==> src/rtl/mphg_pkg.sv <==
// Shared types and constants for the pack header generator, including the divide-by-300 split.
`default_nettype none

package mphg_pkg;

    localparam int SCR_WIDTH    = 42;
    localparam int RATE_WIDTH   = 22;
    localparam int BASE_WIDTH   = 33;
    localparam int EXT_WIDTH    = 9;
    localparam int VER_WIDTH    = 2;
    localparam int QUAD_BITS    = 2;
    localparam int HALF_WIDTH   = 20;
    localparam int SUM_WIDTH    = HALF_WIDTH + 1;
    localparam int PROD_WIDTH   = 34;
    localparam int QUO_WIDTH    = 15;
    localparam int REM_WIDTH    = 7;
    localparam int WRAP_WIDTH   = 14;
    localparam int RECIP_WIDTH  = 21;
    localparam int RECIP_PROD_WIDTH = SUM_WIDTH + RECIP_WIDTH;
    localparam int DIV_STEPS    = 3;
    localparam int STEP_WIDTH   = $clog2(DIV_STEPS);
    localparam int QUEUE_DEPTH  = 2;
    localparam int QPTR_WIDTH   = $clog2(QUEUE_DEPTH);
    localparam int QCNT_WIDTH   = $clog2(QUEUE_DEPTH + 1);
    localparam int IDX_WIDTH    = 4;
    localparam int S_TDATA_WIDTH = SCR_WIDTH + RATE_WIDTH;
    localparam int M_TDATA_WIDTH = 8;

    // (2^20 - 1) / 75, ceil(2^27 / 75) and the divisor left after dropping the factor 4
    localparam logic [WRAP_WIDTH-1:0]  WRAP_QUO = 14'd13981;
    localparam logic [RECIP_WIDTH-1:0] RECIP_75 = 21'd1789570;
    localparam logic [REM_WIDTH-1:0]   DIV_75   = 7'd75;

    localparam logic [VER_WIDTH-1:0] VER_MPEG2   = 2'd2;
    localparam logic [VER_WIDTH-1:0] VER_RESET   = VER_MPEG2;
    localparam logic [IDX_WIDTH-1:0] LAST_MPEG1  = 4'd11;
    localparam logic [IDX_WIDTH-1:0] LAST_MPEG2  = 4'd13;

    localparam logic [7:0] START_CODE0 = 8'h00;
    localparam logic [7:0] START_CODE1 = 8'h00;
    localparam logic [7:0] START_CODE2 = 8'h01;
    localparam logic [7:0] START_CODE3 = 8'hBA;
    localparam logic [7:0] STUFF_BYTE  = 8'hF8;

    typedef struct packed {
        logic [BASE_WIDTH-1:0] base;
        logic [EXT_WIDTH-1:0]  ext;
        logic [RATE_WIDTH-1:0] rate;
        logic                  mpeg2;
    } mphg_hdr_t;

endpackage

`default_nettype wire

==> src/rtl/mphg_front.sv <==
// Front end: accepts requests, holds the layout select and splits the reference by 300.
`default_nettype none

module mphg_front (
    input  wire logic                                aclk,
    input  wire logic                                aresetn,
    input  wire logic                                cfg_wr_en,
    input  wire logic [mphg_pkg::VER_WIDTH-1:0]      cfg_wr_data,
    input  wire logic                                s_tvalid,
    output logic                                     s_tready,
    input  wire logic [mphg_pkg::S_TDATA_WIDTH-1:0]  s_tdata,
    output logic                                     q_valid,
    input  wire logic                                q_ready,
    output mphg_pkg::mphg_hdr_t                      q_data
);
    import mphg_pkg::*;

    logic [VER_WIDTH-1:0]  ver_reg;
    logic                  busy_reg;
    logic [STEP_WIDTH-1:0] step_reg;
    logic [SCR_WIDTH-1:0]  dvd_reg;
    logic [SUM_WIDTH-1:0]  sum_reg;
    logic [PROD_WIDTH-1:0] prod_reg;
    logic [QUO_WIDTH-1:0]  quo_reg;
    logic [RATE_WIDTH-1:0] rate_reg;
    logic                  mpeg2_reg;

    logic                        last_step;
    logic                        advance;
    logic                        accept;
    logic [HALF_WIDTH-1:0]       dvd_hi;
    logic [HALF_WIDTH-1:0]       dvd_lo;
    logic [RECIP_PROD_WIDTH-1:0] recip_prod;
    logic [REM_WIDTH-1:0]        quo_x75;
    logic [REM_WIDTH-1:0]        rem_val;

    assign last_step = busy_reg && (step_reg == STEP_WIDTH'(DIV_STEPS - 1));
    assign advance   = busy_reg && (!last_step || q_ready);
    assign s_tready  = !busy_reg || (last_step && q_ready);
    assign accept    = s_tvalid && s_tready;

    // ticks / 4 = hi * 2^20 + lo, and 2^20 is one more than a multiple of 75
    assign dvd_hi     = dvd_reg[SCR_WIDTH-1 -: HALF_WIDTH];
    assign dvd_lo     = dvd_reg[QUAD_BITS +: HALF_WIDTH];
    assign recip_prod = sum_reg * RECIP_75;
    assign quo_x75    = REM_WIDTH'(quo_reg * DIV_75);
    assign rem_val    = sum_reg[REM_WIDTH-1:0] - quo_x75;

    assign q_valid       = last_step;
    assign q_data.base   = BASE_WIDTH'(prod_reg + PROD_WIDTH'(quo_reg));
    assign q_data.ext    = {rem_val, dvd_reg[QUAD_BITS-1:0]};
    assign q_data.rate   = rate_reg;
    assign q_data.mpeg2  = mpeg2_reg;

    always_ff @(posedge aclk) begin
        if (!aresetn) begin
            ver_reg <= VER_RESET;
        end else if (cfg_wr_en) begin
            ver_reg <= cfg_wr_data;
        end
    end

    always_ff @(posedge aclk) begin
        if (!aresetn) begin
            busy_reg <= 1'b0;
            step_reg <= '0;
        end else if (accept) begin
            busy_reg <= 1'b1;
            step_reg <= '0;
        end else if (advance) begin
            if (last_step) begin
                busy_reg <= 1'b0;
            end
            step_reg <= step_reg + STEP_WIDTH'(1);
        end
    end

    always_ff @(posedge aclk) begin
        if (accept) begin
            dvd_reg   <= s_tdata[SCR_WIDTH-1:0];
            rate_reg  <= s_tdata[SCR_WIDTH +: RATE_WIDTH];
            mpeg2_reg <= (ver_reg == VER_MPEG2);
        end else if (advance) begin
            sum_reg  <= {1'b0, dvd_hi} + {1'b0, dvd_lo};
            prod_reg <= PROD_WIDTH'(dvd_hi) * PROD_WIDTH'(WRAP_QUO);
            quo_reg  <= recip_prod[RECIP_PROD_WIDTH-1 -: QUO_WIDTH];
        end
    end

endmodule

`default_nettype wire

==> src/rtl/mphg_queue.sv <==
// Two-entry queue between the front end and the byte sequencer.
`default_nettype none

module mphg_queue (
    input  wire logic         aclk,
    input  wire logic         aresetn,
    input  wire logic         in_valid,
    output logic              in_ready,
    input  wire mphg_pkg::mphg_hdr_t in_data,
    output logic              out_valid,
    input  wire logic         out_ready,
    output mphg_pkg::mphg_hdr_t out_data
);
    import mphg_pkg::*;

    mphg_hdr_t             mem_reg [QUEUE_DEPTH];
    logic [QPTR_WIDTH-1:0] wr_ptr_reg;
    logic [QPTR_WIDTH-1:0] rd_ptr_reg;
    logic [QCNT_WIDTH-1:0] cnt_reg;
    logic                  push;
    logic                  pop;

    assign in_ready  = (cnt_reg != QCNT_WIDTH'(QUEUE_DEPTH));
    assign out_valid = (cnt_reg != '0);
    assign push      = in_valid && in_ready;
    assign pop       = out_valid && out_ready;
    assign out_data  = mem_reg[rd_ptr_reg];

    always_ff @(posedge aclk) begin
        if (push) begin
            mem_reg[wr_ptr_reg] <= in_data;
        end
    end

    always_ff @(posedge aclk) begin
        if (!aresetn) begin
            wr_ptr_reg <= '0;
            rd_ptr_reg <= '0;
            cnt_reg    <= '0;
        end else begin
            if (push) begin
                wr_ptr_reg <= wr_ptr_reg + QPTR_WIDTH'(1);
            end
            if (pop) begin
                rd_ptr_reg <= rd_ptr_reg + QPTR_WIDTH'(1);
            end
            case ({push, pop})
                2'b10:   cnt_reg <= cnt_reg + QCNT_WIDTH'(1);
                2'b01:   cnt_reg <= cnt_reg - QCNT_WIDTH'(1);
                default: cnt_reg <= cnt_reg;
            endcase
        end
    end

endmodule

`default_nettype wire

==> src/rtl/mphg_back.sv <==
// Back end: walks the header bytes of the queued entry into the output register.
`default_nettype none

module mphg_back (
    input  wire logic                                aclk,
    input  wire logic                                aresetn,
    input  wire logic                                q_valid,
    output logic                                     q_ready,
    input  wire mphg_pkg::mphg_hdr_t                 q_data,
    output logic                                     m_tvalid,
    input  wire logic                                m_tready,
    output logic [mphg_pkg::M_TDATA_WIDTH-1:0]       m_tdata,
    output logic                                     m_tlast
);
    import mphg_pkg::*;

    logic [IDX_WIDTH-1:0] idx_reg;
    logic [IDX_WIDTH-1:0] idx_next;
    logic                 m_tvalid_reg;
    logic [7:0]           m_tdata_reg;
    logic                 m_tlast_reg;

    logic [IDX_WIDTH-1:0] last_idx;
    logic                 is_last;
    logic                 load;
    logic [7:0]           byte_sel;
    logic [7:0]           byte_m1;
    logic [7:0]           byte_m2;

    assign last_idx = q_data.mpeg2 ? LAST_MPEG2 : LAST_MPEG1;
    assign is_last  = (idx_reg == last_idx);
    assign load     = q_valid && (!m_tvalid_reg || m_tready);
    assign q_ready  = load && is_last;
    assign idx_next = is_last ? '0 : idx_reg + IDX_WIDTH'(1);

    always_comb begin
        unique case (idx_reg)
            4'd4:    byte_m1 = {4'b0010, q_data.base[32:30], 1'b1};
            4'd5:    byte_m1 = q_data.base[29:22];
            4'd6:    byte_m1 = {q_data.base[21:15], 1'b1};
            4'd7:    byte_m1 = q_data.base[14:7];
            4'd8:    byte_m1 = {q_data.base[6:0], 1'b1};
            4'd9:    byte_m1 = {1'b1, q_data.rate[21:15]};
            4'd10:   byte_m1 = q_data.rate[14:7];
            default: byte_m1 = {q_data.rate[6:0], 1'b1};
        endcase
    end

    always_comb begin
        unique case (idx_reg)
            4'd4:    byte_m2 = {2'b01, q_data.base[32:30], 1'b1, q_data.base[29:28]};
            4'd5:    byte_m2 = q_data.base[27:20];
            4'd6:    byte_m2 = {q_data.base[19:15], 1'b1, q_data.base[14:13]};
            4'd7:    byte_m2 = q_data.base[12:5];
            4'd8:    byte_m2 = {q_data.base[4:0], 1'b1, q_data.ext[8:7]};
            4'd9:    byte_m2 = {q_data.ext[6:0], 1'b1};
            4'd10:   byte_m2 = q_data.rate[21:14];
            4'd11:   byte_m2 = q_data.rate[13:6];
            4'd12:   byte_m2 = {q_data.rate[5:0], 2'b11};
            default: byte_m2 = STUFF_BYTE;
        endcase
    end

    always_comb begin
        unique case (idx_reg)
            4'd0:    byte_sel = START_CODE0;
            4'd1:    byte_sel = START_CODE1;
            4'd2:    byte_sel = START_CODE2;
            4'd3:    byte_sel = START_CODE3;
            default: byte_sel = q_data.mpeg2 ? byte_m2 : byte_m1;
        endcase
    end

    always_ff @(posedge aclk) begin
        if (!aresetn) begin
            idx_reg      <= '0;
            m_tvalid_reg <= 1'b0;
        end else if (load) begin
            idx_reg      <= idx_next;
            m_tvalid_reg <= 1'b1;
        end else if (m_tready) begin
            m_tvalid_reg <= 1'b0;
        end
    end

    always_ff @(posedge aclk) begin
        if (load) begin
            m_tdata_reg <= byte_sel;
            m_tlast_reg <= is_last;
        end
    end

    assign m_tvalid = m_tvalid_reg;
    assign m_tdata  = m_tdata_reg;
    assign m_tlast  = m_tlast_reg;

endmodule

`default_nettype wire

==> src/rtl/mpeg_pack_header_generator_unit.sv <==
// Top level of the MPEG pack header generator: front end, queue and byte sequencer.
//
//   channel   dir  beat contents (low bit first)
//   s_*       in   tdata: scr_ticks[41:0], mplx_rate[63:42]
//   m_*       out  tdata: header_byte[7:0]; tlast: last_byte
//   cfg_*     in   wr_data: mpeg_version[1:0]
//
// In the front end a request goes through the split, the reciprocal multiply and
// the remainder fix-up. Header bytes follow at one beat per cycle while m_tready
// is high, 14 for MPEG-2 and 12 for MPEG-1, so the byte sequencer sets the rate;
// a two-entry queue decouples the sides.
// aresetn is synchronous, active low, and sets the layout to MPEG-2.
// Back pressure on m_* backs up into the queue and then stalls s_tready.
`default_nettype none

module mpeg_pack_header_generator_unit (
    input  wire logic                                aclk,
    input  wire logic                                aresetn,
    input  wire logic                                cfg_wr_en,
    input  wire logic [mphg_pkg::VER_WIDTH-1:0]      cfg_wr_data,   // mpeg_version
    input  wire logic                                s_tvalid,
    output logic                                     s_tready,
    input  wire logic [mphg_pkg::S_TDATA_WIDTH-1:0]  s_tdata,       // scr_ticks, mplx_rate
    output logic                                     m_tvalid,
    input  wire logic                                m_tready,
    output logic [mphg_pkg::M_TDATA_WIDTH-1:0]       m_tdata,       // header_byte
    output logic                                     m_tlast        // last_byte
);
    import mphg_pkg::*;

    logic      fq_valid;
    logic      fq_ready;
    mphg_hdr_t fq_data;
    logic      qb_valid;
    logic      qb_ready;
    mphg_hdr_t qb_data;

    mphg_front u_front (
        .aclk        (aclk),
        .aresetn     (aresetn),
        .cfg_wr_en   (cfg_wr_en),
        .cfg_wr_data (cfg_wr_data),
        .s_tvalid    (s_tvalid),
        .s_tready    (s_tready),
        .s_tdata     (s_tdata),
        .q_valid     (fq_valid),
        .q_ready     (fq_ready),
        .q_data      (fq_data)
    );

    mphg_queue u_queue (
        .aclk      (aclk),
        .aresetn   (aresetn),
        .in_valid  (fq_valid),
        .in_ready  (fq_ready),
        .in_data   (fq_data),
        .out_valid (qb_valid),
        .out_ready (qb_ready),
        .out_data  (qb_data)
    );

    mphg_back u_back (
        .aclk     (aclk),
        .aresetn  (aresetn),
        .q_valid  (qb_valid),
        .q_ready  (qb_ready),
        .q_data   (qb_data),
        .m_tvalid (m_tvalid),
        .m_tready (m_tready),
        .m_tdata  (m_tdata),
        .m_tlast  (m_tlast)
    );

endmodule

`default_nettype wire

==> config.mk <==
export PLATFORM = sky130hd
export DESIGN_NAME = mpeg_pack_header_generator_unit
export DESIGN_NICKNAME = d
export VERILOG_FILES = /design/src/rtl/mphg_pkg.sv /design/src/rtl/mphg_front.sv /design/src/rtl/mphg_queue.sv /design/src/rtl/mphg_back.sv /design/src/rtl/mpeg_pack_header_generator_unit.sv
export SDC_FILE = /design/constraint.sdc
export NUM_CORES = 1
export LEC_CHECK = 0
export ABC_AREA = 1
export BUFFER_PORTS_ARGS = -buffer_cell sky130_fd_sc_hd__buf_4
export CORE_MARGIN = 4
export CORE_UTILIZATION = 67
export CTS_CLUSTER_SIZE = 40
export DETAILED_ROUTE_END_ITERATION = 16
export PLACE_DENSITY_LB_ADDON = 0.05
export SKIP_CTS_REPAIR_TIMING = 1
export SYNTH_ARGS = -nofsm -noshare
export SYNTH_HDL_FRONTEND = slang
export SYNTH_HIERARCHICAL = 1
export SYNTH_SLANG_ARGS = --single-unit
export TNS_END_PERCENT = 20
==> constraint.sdc <==
create_clock -name aclk -period 26.4 [get_ports aclk]
set_input_delay 7.92 -clock aclk [delete_from_list [all_inputs] [get_ports aclk]]
set_output_delay 7.92 -clock aclk [all_outputs]
set_load 0.1 [all_outputs]
==> results of run 1 <==
layer usage:
| layer | wire length [µm] | vias to the layer above |
|---|---|---|
| met5 | 0 | - |
| met1 | 26100 | 9217 |
| met2 | 29700 | 549 |
| met4 | 1980 | 0 |
| li1 | - | 9367 |
| met3 | 3560 | 139 |
layout by cell type (no fill, tap or decap), drive strengths merged, types with 6 or more instances in the layout:
master,n
nand4,32
o21bai,10
mux2,65
a21oi,118
a31oi,6
nand3b,7
ha,364
edfxtp,273
xnor2,28
nand3,122
nor3,34
o21ai,77
clkbuf,39
nand2,496
dfxtp,15
o21a,6
fa,247
xor2,69
inv,617
buf,86
nor2,185
clkinv,7
a21o,19
metrics by stage:
stage	hold WS, ps	std cells	cell area [µm²]	setup WS [ps]	utilization
floorplan	421	2834	27600	11830	-
CTS	452	3490	29800	16620	0.732
finish	448	3490	29800	16610	0.732
detailed placement	434	3432	28700	16520	0.706
global placement	427	3432	28700	16590	0.706
global route	463	3490	29800	16540	0.732
how the worst max path moves through the flow:
stage | cells past startpoint | end | slack (ps)
finish | 5 | s_tready | 16610
global route | 5 | s_tready | 16540
CTS | 5 | s_tready | 16620
detailed placement | 6 | u_front/prod_reg[24] | 16520
global placement | 6 | u_front/prod_reg[31] | 16590
floorplan | 3 | u_front/prod_reg[0] | 11830
cell type report:
type / instances / area [µm²]
multi-input cells: 1913 / 16600
well taps: 532 / 666
flip-flops and latches: 288 / 8500
clock buffers: 39 / 816
fillers: 2961 / 10900
inverters: 613 / 2300
clock inverters: 19 / 258
repair buffers: 86 / 646
cells by family (layout without fill, tap and decap cells):
family | count (synthesis) | count (layout)
XOR/XNOR | 97 | 97
AND/OR/NAND/NOR | 888 | 888
adder cells (fa/ha/maj) | 611 | 611
buffers and inverters | 633 | 757
multiplexers | 65 | 65
flip-flops | 288 | 288
AO/OA/AOI/OAI | 252 | 252
==> out/metrics.csv, run 1 <==
stage,metric,value,unit
cells_and_area,nNetsFinal,3615,
logic_synthesis,netlist_area,0.0276,mm²
logic_synthesis,synthAdderAreaFrac,0.345,
logic_synthesis,synthTopCellsByCount,"inv_1, nand2_1, ha_1, edfxtp_1, fa_1",
floorplanning,dieArea,0.0444,mm²
min_path,hold_path.startpoint,u_front/rate_reg[15],
flow_run,maxCapViolations,0,
sta,setup_viol,0,
critical_path,path_delay_family,buffers and inverters,
logic_synthesis,synth_top_area_share,0.298,
sta,grt_setup_unrepaired,false,
min_path,hold_path_depth,0,
cells_and_area,area_delta_synth_final,8.22,%
clock_network,htreeDepth,1,
critical_path,slowest_delay,340,ps
critical_path,r2r-start,u_front/sum_reg[7],
placed_design,routabilityCongestion,0.979,
global_routing,grt.met2_usage,0.492,
global_routing,grt_pass1_vias,20700,
sta,fin_crit_sh,0.371,
global_routing,busiest_layer,met2,
clock_network,cts_buffers,31,
floorplanning,start_util,0.676,
logic_synthesis,synth-edff-count,273,
critical_path,critical_path_class,flip-flop to primary output,
global_routing,antenna_found_initial,0,
sta,max_slew_margin,0.200,
sta,period_minus_slack,9790,ps
min_path,hold_path.class,flip-flop to flip-flop,
critical_path,reg2reg_depth,20,
global_routing,grt_pass1_wl,102,mm
detailed_routing,wl_per_cell,17.6,µm
critical_path,r2r_end,u_front/quo_reg[7],
logic_synthesis,synth_top_area_cell,edfxtp_1,
logic_synthesis,synth_most_common_cell,inv_1,
logic_synthesis,synth_mux_area_frac,0.0334,
min_path,holdPathEnd,u_queue/mem_reg[0][16],
cells_and_area,largest_reg_flops,130,
sta,tightest_slew,1190,ps
global_routing,grt_max_degree,70,
critical_path,crit_path_start,u_queue/cnt_reg[0],
cells_and_area,drive_gt1_frac,0.0933,
sta,fin_tns_setup,0,ps
sta,fmax,0.102,GHz
clock_network,numClockSinks,288,
floorplanning,coreArea,0.0407,mm²
outcome,outcome,finished clean,
global_routing,overflow,0,
logic_synthesis,ys_types,55,
global_routing,grt_use_met1,0.385,
clock_network,cts_root_buf,clkbuf_16,
floorplanning,rows,74,
logic_synthesis,ys_warn_count,6,
logic_synthesis,synth_top_family_by_area,adder cells,
critical_path,cp-start-kind,flip-flop,
clock_network,path_clk_slew,60,ps
clock_network,cts_tree,done,
critical_path,critPathBufInv,3,
global_routing,grt_usage,0.286,
floorplanning,io_pins,82,
floorplanning,die_w,211,µm
critical_path,crit_required,18480,ps
cells_and_area,diodes,0,
detailed_routing,firstDrtPassIters,6,
placed_design,port_buffers,81,
critical_path,crit_arrival,1870,ps
detailed_routing,vias_per_cell,5.52,
detailed_routing,vias,19300,
global_routing,grt_use_met3,0.0358,
logic_synthesis,ys.flop_type,edfxtp_1,
detailed_routing,drc,0,
critical_path,cp_common_cell,inv_1,
logic_synthesis,seq_area_frac_synth,0.308,
sta,fin_skew,20.6,ps
placed_design,post-dp-hpwl,50.0,mm
critical_path,critPathSlowestCell,dfxtp_1,
sta,slew_viol_final,0,
logic_synthesis,synthesis.nets,3516,
clock_network,clock_path_buffers,3,
logic_synthesis,synthSimpleGateAreaFrac,0.139,
critical_path,crit_path_max_fanout,5,
detailed_routing,detail_route.iter0.violations,1231,
sta,finalHoldViolCount,0,
logic_synthesis,synthArstFlopShare,0,
floorplanning,die_h,211,µm
critical_path,crit_path_end_kind,primary output,
logic_synthesis,netlist_instances,2834,
logic_synthesis,synth-compound-area-share,0.0541,
detailed_routing,final_antenna_net_count,0,
critical_path,path_cells,inv_1 > nand2_1 > a21oi_1 > inv_1 > buf_4,
critical_path,rrSetupSlack,20310,ps
logic_synthesis,ys_seq_elements,288,
clock_network,insertion_delay,590,ps
detailed_routing,routed_wl,61.3,mm
logic_synthesis,synth_top_cells_by_area,"edfxtp_1, fa_1, ha_1",
logic_synthesis,synthXorXnorAreaFrac,0.0308,
logic_synthesis,avgSynthCellArea,9.72,µm²
Power of run 1 is left out: the tool's default activity adds up to more than one toggle a clock period on the data nets, which glitch-free logic cannot reach.
==> run 2: changes to the inputs <==
--- a/config.mk
+++ b/config.mk
@@ -5,10 +5,10 @@
 export SDC_FILE = /design/constraint.sdc
 export NUM_CORES = 1
 export LEC_CHECK = 0
-export ABC_AREA = 1
+export ABC_AREA = 0
 export BUFFER_PORTS_ARGS = -buffer_cell sky130_fd_sc_hd__buf_4
 export CORE_MARGIN = 4
-export CORE_UTILIZATION = 67
+export CORE_UTILIZATION = 64
 export CTS_CLUSTER_SIZE = 40
 export DETAILED_ROUTE_END_ITERATION = 16
 export PLACE_DENSITY_LB_ADDON = 0.05
==> constraint.sdc (replaced) <==
create_clock -name aclk -period 9.9 [get_ports aclk]
set_input_delay 2.97 -clock aclk [delete_from_list [all_inputs] [get_ports aclk]]
set_output_delay 2.97 -clock aclk [all_outputs]
set_load 0.1 [all_outputs]
==> run 2 against run 1 <==
Effect of this change:
- critical path depth increased by 16
- cell count decreased by 21%
- global-route usage decreased by 3.9 points
- sequential share of layout area increased by 2.4 points
- hold slack got worse by 3.9 ps
- sequential cell count unchanged
- worst setup slack got worse by 13000 ps
- clock skew decreased by 8.4 ps
- via count decreased by 20%
==> out/metrics.csv, run 2 <==
stage,metric,value,unit,change
outcome,outcome,finished clean,,
global_routing,grt_max_degree,70,,unchanged
sta,fmax,0.151,GHz,
placed_design,port_buffers,81,,unchanged
floorplanning,dieArea,0.0428,mm²,-3.8%
logic_synthesis,ys_warn_count,6,,unchanged
detailed_routing,routed_wl,51.3,mm,-16%
critical_path,path_delay_family,adder cells,,
sta,hold_slack,444,ps,-3.94 ps
critical_path,crit_required,10210,ps,-8270 ps
critical_path,critical_path_class,flip-flop to flip-flop,,
logic_synthesis,synthTopCellsByCount,"inv_1, ha_1, edfxtp_1, fa_1, xnor2_1",,
sta,tightest_slew,1120,ps,-71.9 ps
logic_synthesis,synth_top_area_share,0.324,,+0.0267
cells_and_area,final_cell_mix,"inv_1, ha_1, edfxtp_1",,
clock_network,clock_path_buffers,3,,unchanged
critical_path,critPathSlowestCell,edfxtp_1,,
global_routing,overflow,0,,unchanged
sta,setup_viol,0,,unchanged
critical_path,crit_path_max_fanout,9,,+4
placed_design,routabilityCongestion,0.878,,-10%
floorplanning,rows,72,,-2.7%
logic_synthesis,synth_top_cells_by_area,"edfxtp_1, fa_1, ha_1",,
critical_path,crit_arrival,6920,ps,+5050 ps
global_routing,grt_usage,0.247,,-0.0388
detailed_routing,final_antenna_net_count,0,,unchanged
logic_synthesis,ys.flop_type,edfxtp_1,,
logic_synthesis,netlist_instances,2149,,-24%
detailed_routing,vias_per_cell,5.59,,+1.3%
global_routing,grt_pass1_vias,16400,,-20%
sta,grt_setup_unrepaired,false,,
detailed_routing,drc,0,,unchanged
logic_synthesis,seq_area_frac_synth,0.336,,+0.0276
floorplanning,io_pins,82,,unchanged
sta,period_minus_slack,6610,ps,
critical_path,path_cells,inv_1 > fa_1 > fa_1 > inv_1 > fa_1 > fa_1 > fa_1 > ha_1 > inv_1 > fa_1 > inv_1 > ha_1 > and4_1 > a31oi_1 > nor3_1 > or3_1 > a21o_2 > a31o_4 > o21a_1 > nor2_1 > xnor2_1,,
floorplanning,die_w,207,µm,-1.9%
critical_path,cp_common_cell,fa_1,,
clock_network,cts_tree,done,,
logic_synthesis,netlist_area,0.0253,mm²,-8.2%
logic_synthesis,synth_top_area_cell,edfxtp_1,,
global_routing,grt_pass1_wl,83.5,mm,-19%
clock_network,cts_buffers,31,,unchanged
cells_and_area,drive_gt1_frac,0.101,,+0.00789
logic_synthesis,ys_types,75,,+36%
sta,max_slew_margin,0.256,,+0.0563
detailed_routing,detail_route.iter0.violations,885,,-28%
global_routing,antenna_found_initial,1,,+1
floorplanning,start_util,0.651,,-0.0251
floorplanning,coreArea,0.0388,mm²,-4.7%
critical_path,cp-start-kind,flip-flop,,
logic_synthesis,synth-edff-count,273,,unchanged
cells_and_area,layout_commonest_cell,inv_1,,
logic_synthesis,synthArstFlopShare,0,,unchanged
sta,slew_viol_final,0,,unchanged
logic_synthesis,synthesis.nets,2831,,-19%
critical_path,slowest_delay,620,ps,+280 ps
detailed_routing,vias,15500,,-20%
sta,fin_crit_sh,0.667,,
logic_synthesis,avgSynthCellArea,11.8,µm²,+21%
logic_synthesis,ys_seq_elements,288,,unchanged
critical_path,crit_path_end_kind,flip-flop,,
clock_network,insertion_delay,580,ps,about the same
sta,fin_skew,12.3,ps,-8.39 ps
clock_network,path_clk_slew,60,ps,about the same
sta,finalHoldViolCount,0,,unchanged
floorplanning,die_h,207,µm,-1.9%
flow_run,maxCapViolations,0,,unchanged
cells_and_area,largest_reg_flops,130,,unchanged
logic_synthesis,synth_most_common_cell,inv_1,,
placed_design,post-dp-hpwl,41.2,mm,-18%
min_path,hold_path.class,flip-flop to flip-flop,,
cells_and_area,nNetsFinal,2912,,-19%
clock_network,htreeDepth,1,,unchanged
detailed_routing,firstDrtPassIters,7,,+1
clock_network,cts_root_buf,clkbuf_16,,
cells_and_area,area_delta_synth_final,8.60,%,
detailed_routing,wl_per_cell,18.5,µm,+5.3%
sta,fin_tns_setup,0,ps,unchanged
critical_path,critPathBufInv,4,,+1
clock_network,numClockSinks,288,,unchanged
==> run 2: final cells by class <==
type | count | area, µm²
inverter | 466 | 1750
clock buffer | 43 | 902
clock inverter | 13 | 160
multi-input combinational | 1357 | 14900
sequential | 288 | 8500
fill | 2864 | 11400
antenna | 1 | 2.50
tap | 518 | 648
timing repair buffer | 86 | 646
==> run 2: cells by family after synthesis <==
family                   share of synthesized area
AO/OA/AOI/OAI                               0.0873
XOR/XNOR                                    0.0471
adder cells (fa/ha/maj)                      0.376
buffers and inverters                       0.0771
flip-flops                                   0.336
multiplexers                                0.0297
AND/OR/NAND/NOR                             0.0471
==> run 2: per-layer routing <==
layer,track usage,share of wire,vias up
met5,0,0,-
met4,0.0753,0.033,0
li1,-,-,7450
met1,0.352,0.45,7614
met3,0.0286,0.042,88
met2,0.404,0.47,348
==> run 2: final timing paths <==
check        slack, ps                 from  cells after the start               endpoint
max reg2reg       3290   u_front/sum_reg[7]                     21    u_front/quo_reg[11]
min                440  u_front/rate_reg[6]                      0  u_queue/mem_reg[1][7]
min reg2reg        440  u_front/rate_reg[6]                      0  u_queue/mem_reg[1][7]
max               3290   u_front/sum_reg[7]                     21    u_front/quo_reg[11]
==> run 2: worst register-to-register path: stages (launching register included) <==
cell	delay [ps]
edfxtp_1	620
inv_1	210
fa_1	480
fa_1	510
inv_1	50
fa_1	480
fa_1	560
fa_1	440
ha_1	300
inv_1	50
fa_1	470
inv_1	40
ha_1	270
and4_1	240
a31oi_1	170
nor3_1	90
or3_1	420
a21o_2	240
a31o_4	260
o21a_1	180
nor2_1	150
xnor2_1	100
==> run 2: per-stage QoR <==
step | instance area, µm² | worst slack (ps) | cells | util
6_report | 27500 | 3290 | 2772 | 0.707
5_1_grt | 27500 | 2920 | 2771 | 0.707
4_1_cts | 27500 | 3290 | 2771 | 0.707
3_5_place_dp | 26400 | 3390 | 2715 | 0.680
3_3_place_gp | 26400 | 3410 | 2715 | 0.680
2_1_floorplan | 25300 | 1170 | 2149 | -
Power of run 2 is left out for the same reason.
==> run 3: changes to the inputs <==
==> constraint.sdc (replaced) <==
create_clock -name aclk -period 6.8 [get_ports aclk]
set_input_delay 2.04 -clock aclk [delete_from_list [all_inputs] [get_ports aclk]]
set_output_delay 2.04 -clock aclk [all_outputs]
set_load 0.1 [all_outputs]
==> run 3 against run 2 <==
Effect of this change:
- global-route usage up 0.34 points
- critical path depth unchanged
- hold slack better by 5.6 ps
==> out/metrics.csv, run 3 (synthesis results as in run 2) <==
stage,metric,value,unit,change
cells_and_area,final_util,0.709,,+0.00152
critical_path,crit_required,7130,ps,-3080 ps
global_routing,grt_pass1_wl,84.2,mm,+0.84%
detailed_routing,vias,15600,,+0.92%
clock_network,cts_buffers,31,,unchanged
flow_run,maxCapViolations,0,,unchanged
critical_path,path_cells,inv_1 > fa_1 > fa_1 > inv_1 > fa_1 > fa_1 > fa_1 > ha_1 > inv_1 > fa_1 > inv_1 > ha_1 > and4_1 > a31oi_1 > nor3_1 > or3_1 > a21o_2 > a31o_4 > o21a_1 > nor2_1 > xnor2_1,,
clock_network,numClockSinks,288,,unchanged
floorplanning,die_h,207,µm,unchanged
sta,fin_tns_setup,0,ps,unchanged
clock_network,cts_root_buf,clkbuf_16,,
clock_network,clock_path_buffers,3,,unchanged
floorplanning,io_pins,82,,unchanged
global_routing,grt_max_degree,70,,unchanged
clock_network,htreeDepth,1,,unchanged
placed_design,port_buffers,81,,unchanged
floorplanning,die_w,207,µm,unchanged
cells_and_area,nNetsFinal,2931,,+0.65%
cells_and_area,stdcell_count,2789,,+0.61%
critical_path,critPathSlowestCell,edfxtp_1,,
cells_and_area,area_delta_synth_final,8.83,%,
critical_path,crit_path_end_kind,flip-flop,,
cells_and_area,fillerInstances,2787,,-2.7%
global_routing,antenna_found_initial,1,,unchanged
critical_path,critical_path_class,flip-flop to flip-flop,,
cells_and_area,layout_commonest_cell,inv_1,,
cells_and_area,multiInputGateArea,0.0149,mm²,unchanged
global_routing,overflow,0,,unchanged
sta,fin_skew,22.1,ps,+9.87 ps
sta,fmax,0.154,GHz,+1.9%
critical_path,crit_arrival,6820,ps,-100 ps
detailed_routing,final_antenna_net_count,0,,unchanged
sta,grt_setup_unrepaired,false,,
detailed_routing,vias_per_cell,5.61,,+0.30%
cells_and_area,final_cell_mix,"inv_1, ha_1, edfxtp_1",,
floorplanning,coreArea,0.0388,mm²,unchanged
sta,slew_viol_final,0,,unchanged
critical_path,critPathBufInv,4,,unchanged
global_routing,grt_pass1_vias,16100,,-1.9%
global_routing,grt_usage,0.250,,+0.00345
floorplanning,rows,72,,unchanged
sta,finalHoldViolCount,0,,unchanged
floorplanning,start_util,0.651,,unchanged
clock_network,insertion_delay,590,ps,about the same
min_path,hold_path.class,flip-flop to flip-flop,,
placed_design,post-dp-hpwl,42.1,mm,+2.3%
detailed_routing,detail_route.iter0.violations,943,,+6.6%
detailed_routing,firstDrtPassIters,7,,unchanged
clock_network,cts_tree,done,,
sta,fin_crit_sh,0.954,,+0.287
cells_and_area,largest_reg_flops,130,,unchanged
critical_path,slowest_delay,620,ps,about the same
critical_path,cp_common_cell,fa_1,,
critical_path,cp-start-kind,flip-flop,,
sta,setup_viol,0,,unchanged
detailed_routing,wl_per_cell,18.7,µm,+1.3%
detailed_routing,routed_wl,52.3,mm,+1.9%
placed_design,routabilityCongestion,0.915,,+4.3%
floorplanning,dieArea,0.0428,mm²,unchanged
detailed_routing,drc,0,,unchanged
sta,tightest_slew,1090,ps,-29.3 ps
sta,period_minus_slack,6490,ps,-120 ps
placed_design,dp.cells,2734,,+0.70%
cells_and_area,regArea,0.00850,mm²,unchanged
cells_and_area,drive_gt1_frac,0.107,,+0.00536
critical_path,crit_path_max_fanout,8,,-1
outcome,outcome,finished clean,,
critical_path,path_delay_family,adder cells,,
clock_network,path_clk_slew,70,ps,about the same
sta,max_slew_margin,0.276,,+0.0195
cells_and_area,diodes,0,,-1
==> run 3: worst paths after layout <==
kind	start	to	slack, ps	depth (start not counted)
setup / recovery	u_front/sum_reg[9]	u_front/quo_reg[11]	310	21
hold / removal	u_front/rate_reg[21]	u_queue/mem_reg[0][22]	450	0
setup reg to reg	u_front/sum_reg[9]	u_front/quo_reg[11]	310	21
hold reg to reg	u_front/rate_reg[21]	u_queue/mem_reg[0][22]	450	0
==> run 3: through the flow <==
step	setup slack (ps)	area, µm²	hold slack (ps)
finish	312	27500	450
detailed placement	338	26500	432
CTS	296	27500	451
floorplan	739	25300	421
global placement	435	26500	422
global route	8.83	27500	461
==> run 3: worst reg2reg max path, cell delays in order (launching register included) <==
cell and delay, ps:
edfxtp_1 620, inv_1 190, fa_1 420, fa_1 510, inv_1 50, fa_1 480, fa_1 570, fa_1 420
ha_1 280, inv_1 40, fa_1 480, inv_1 40, ha_1 280, and4_1 250, a31oi_1 200, nor3_1 90
or3_1 420, a21o_2 250, a31o_4 260, o21a_1 190, nor2_1 120, xnor2_1 70
==> run 3: routing by layer <==
| metal | GRT usage | routed length (µm) | up-vias |
|---|---|---|---|
| li1 | - | - | 7472 |
| met1 | 0.354 | 23500 | 7759 |
| met2 | 0.417 | 25200 | 333 |
| met3 | 0.0262 | 1990 | 78 |
| met4 | 0.0711 | 1610 | 0 |
| met5 | 0 | 0 | - |
==> run 3: cell type report <==
cell class / instances / share of cell area
clock inverters: 19 / 0.00677
inverters: 466 / 0.0636
flip-flops and latches: 288 / 0.309
well taps: 518 / 0.0235
clock buffers: 36 / 0.0289
multi-input cells: 1357 / 0.540
repair buffers: 105 / 0.0286
Power of run 3 is left out for the same reason.
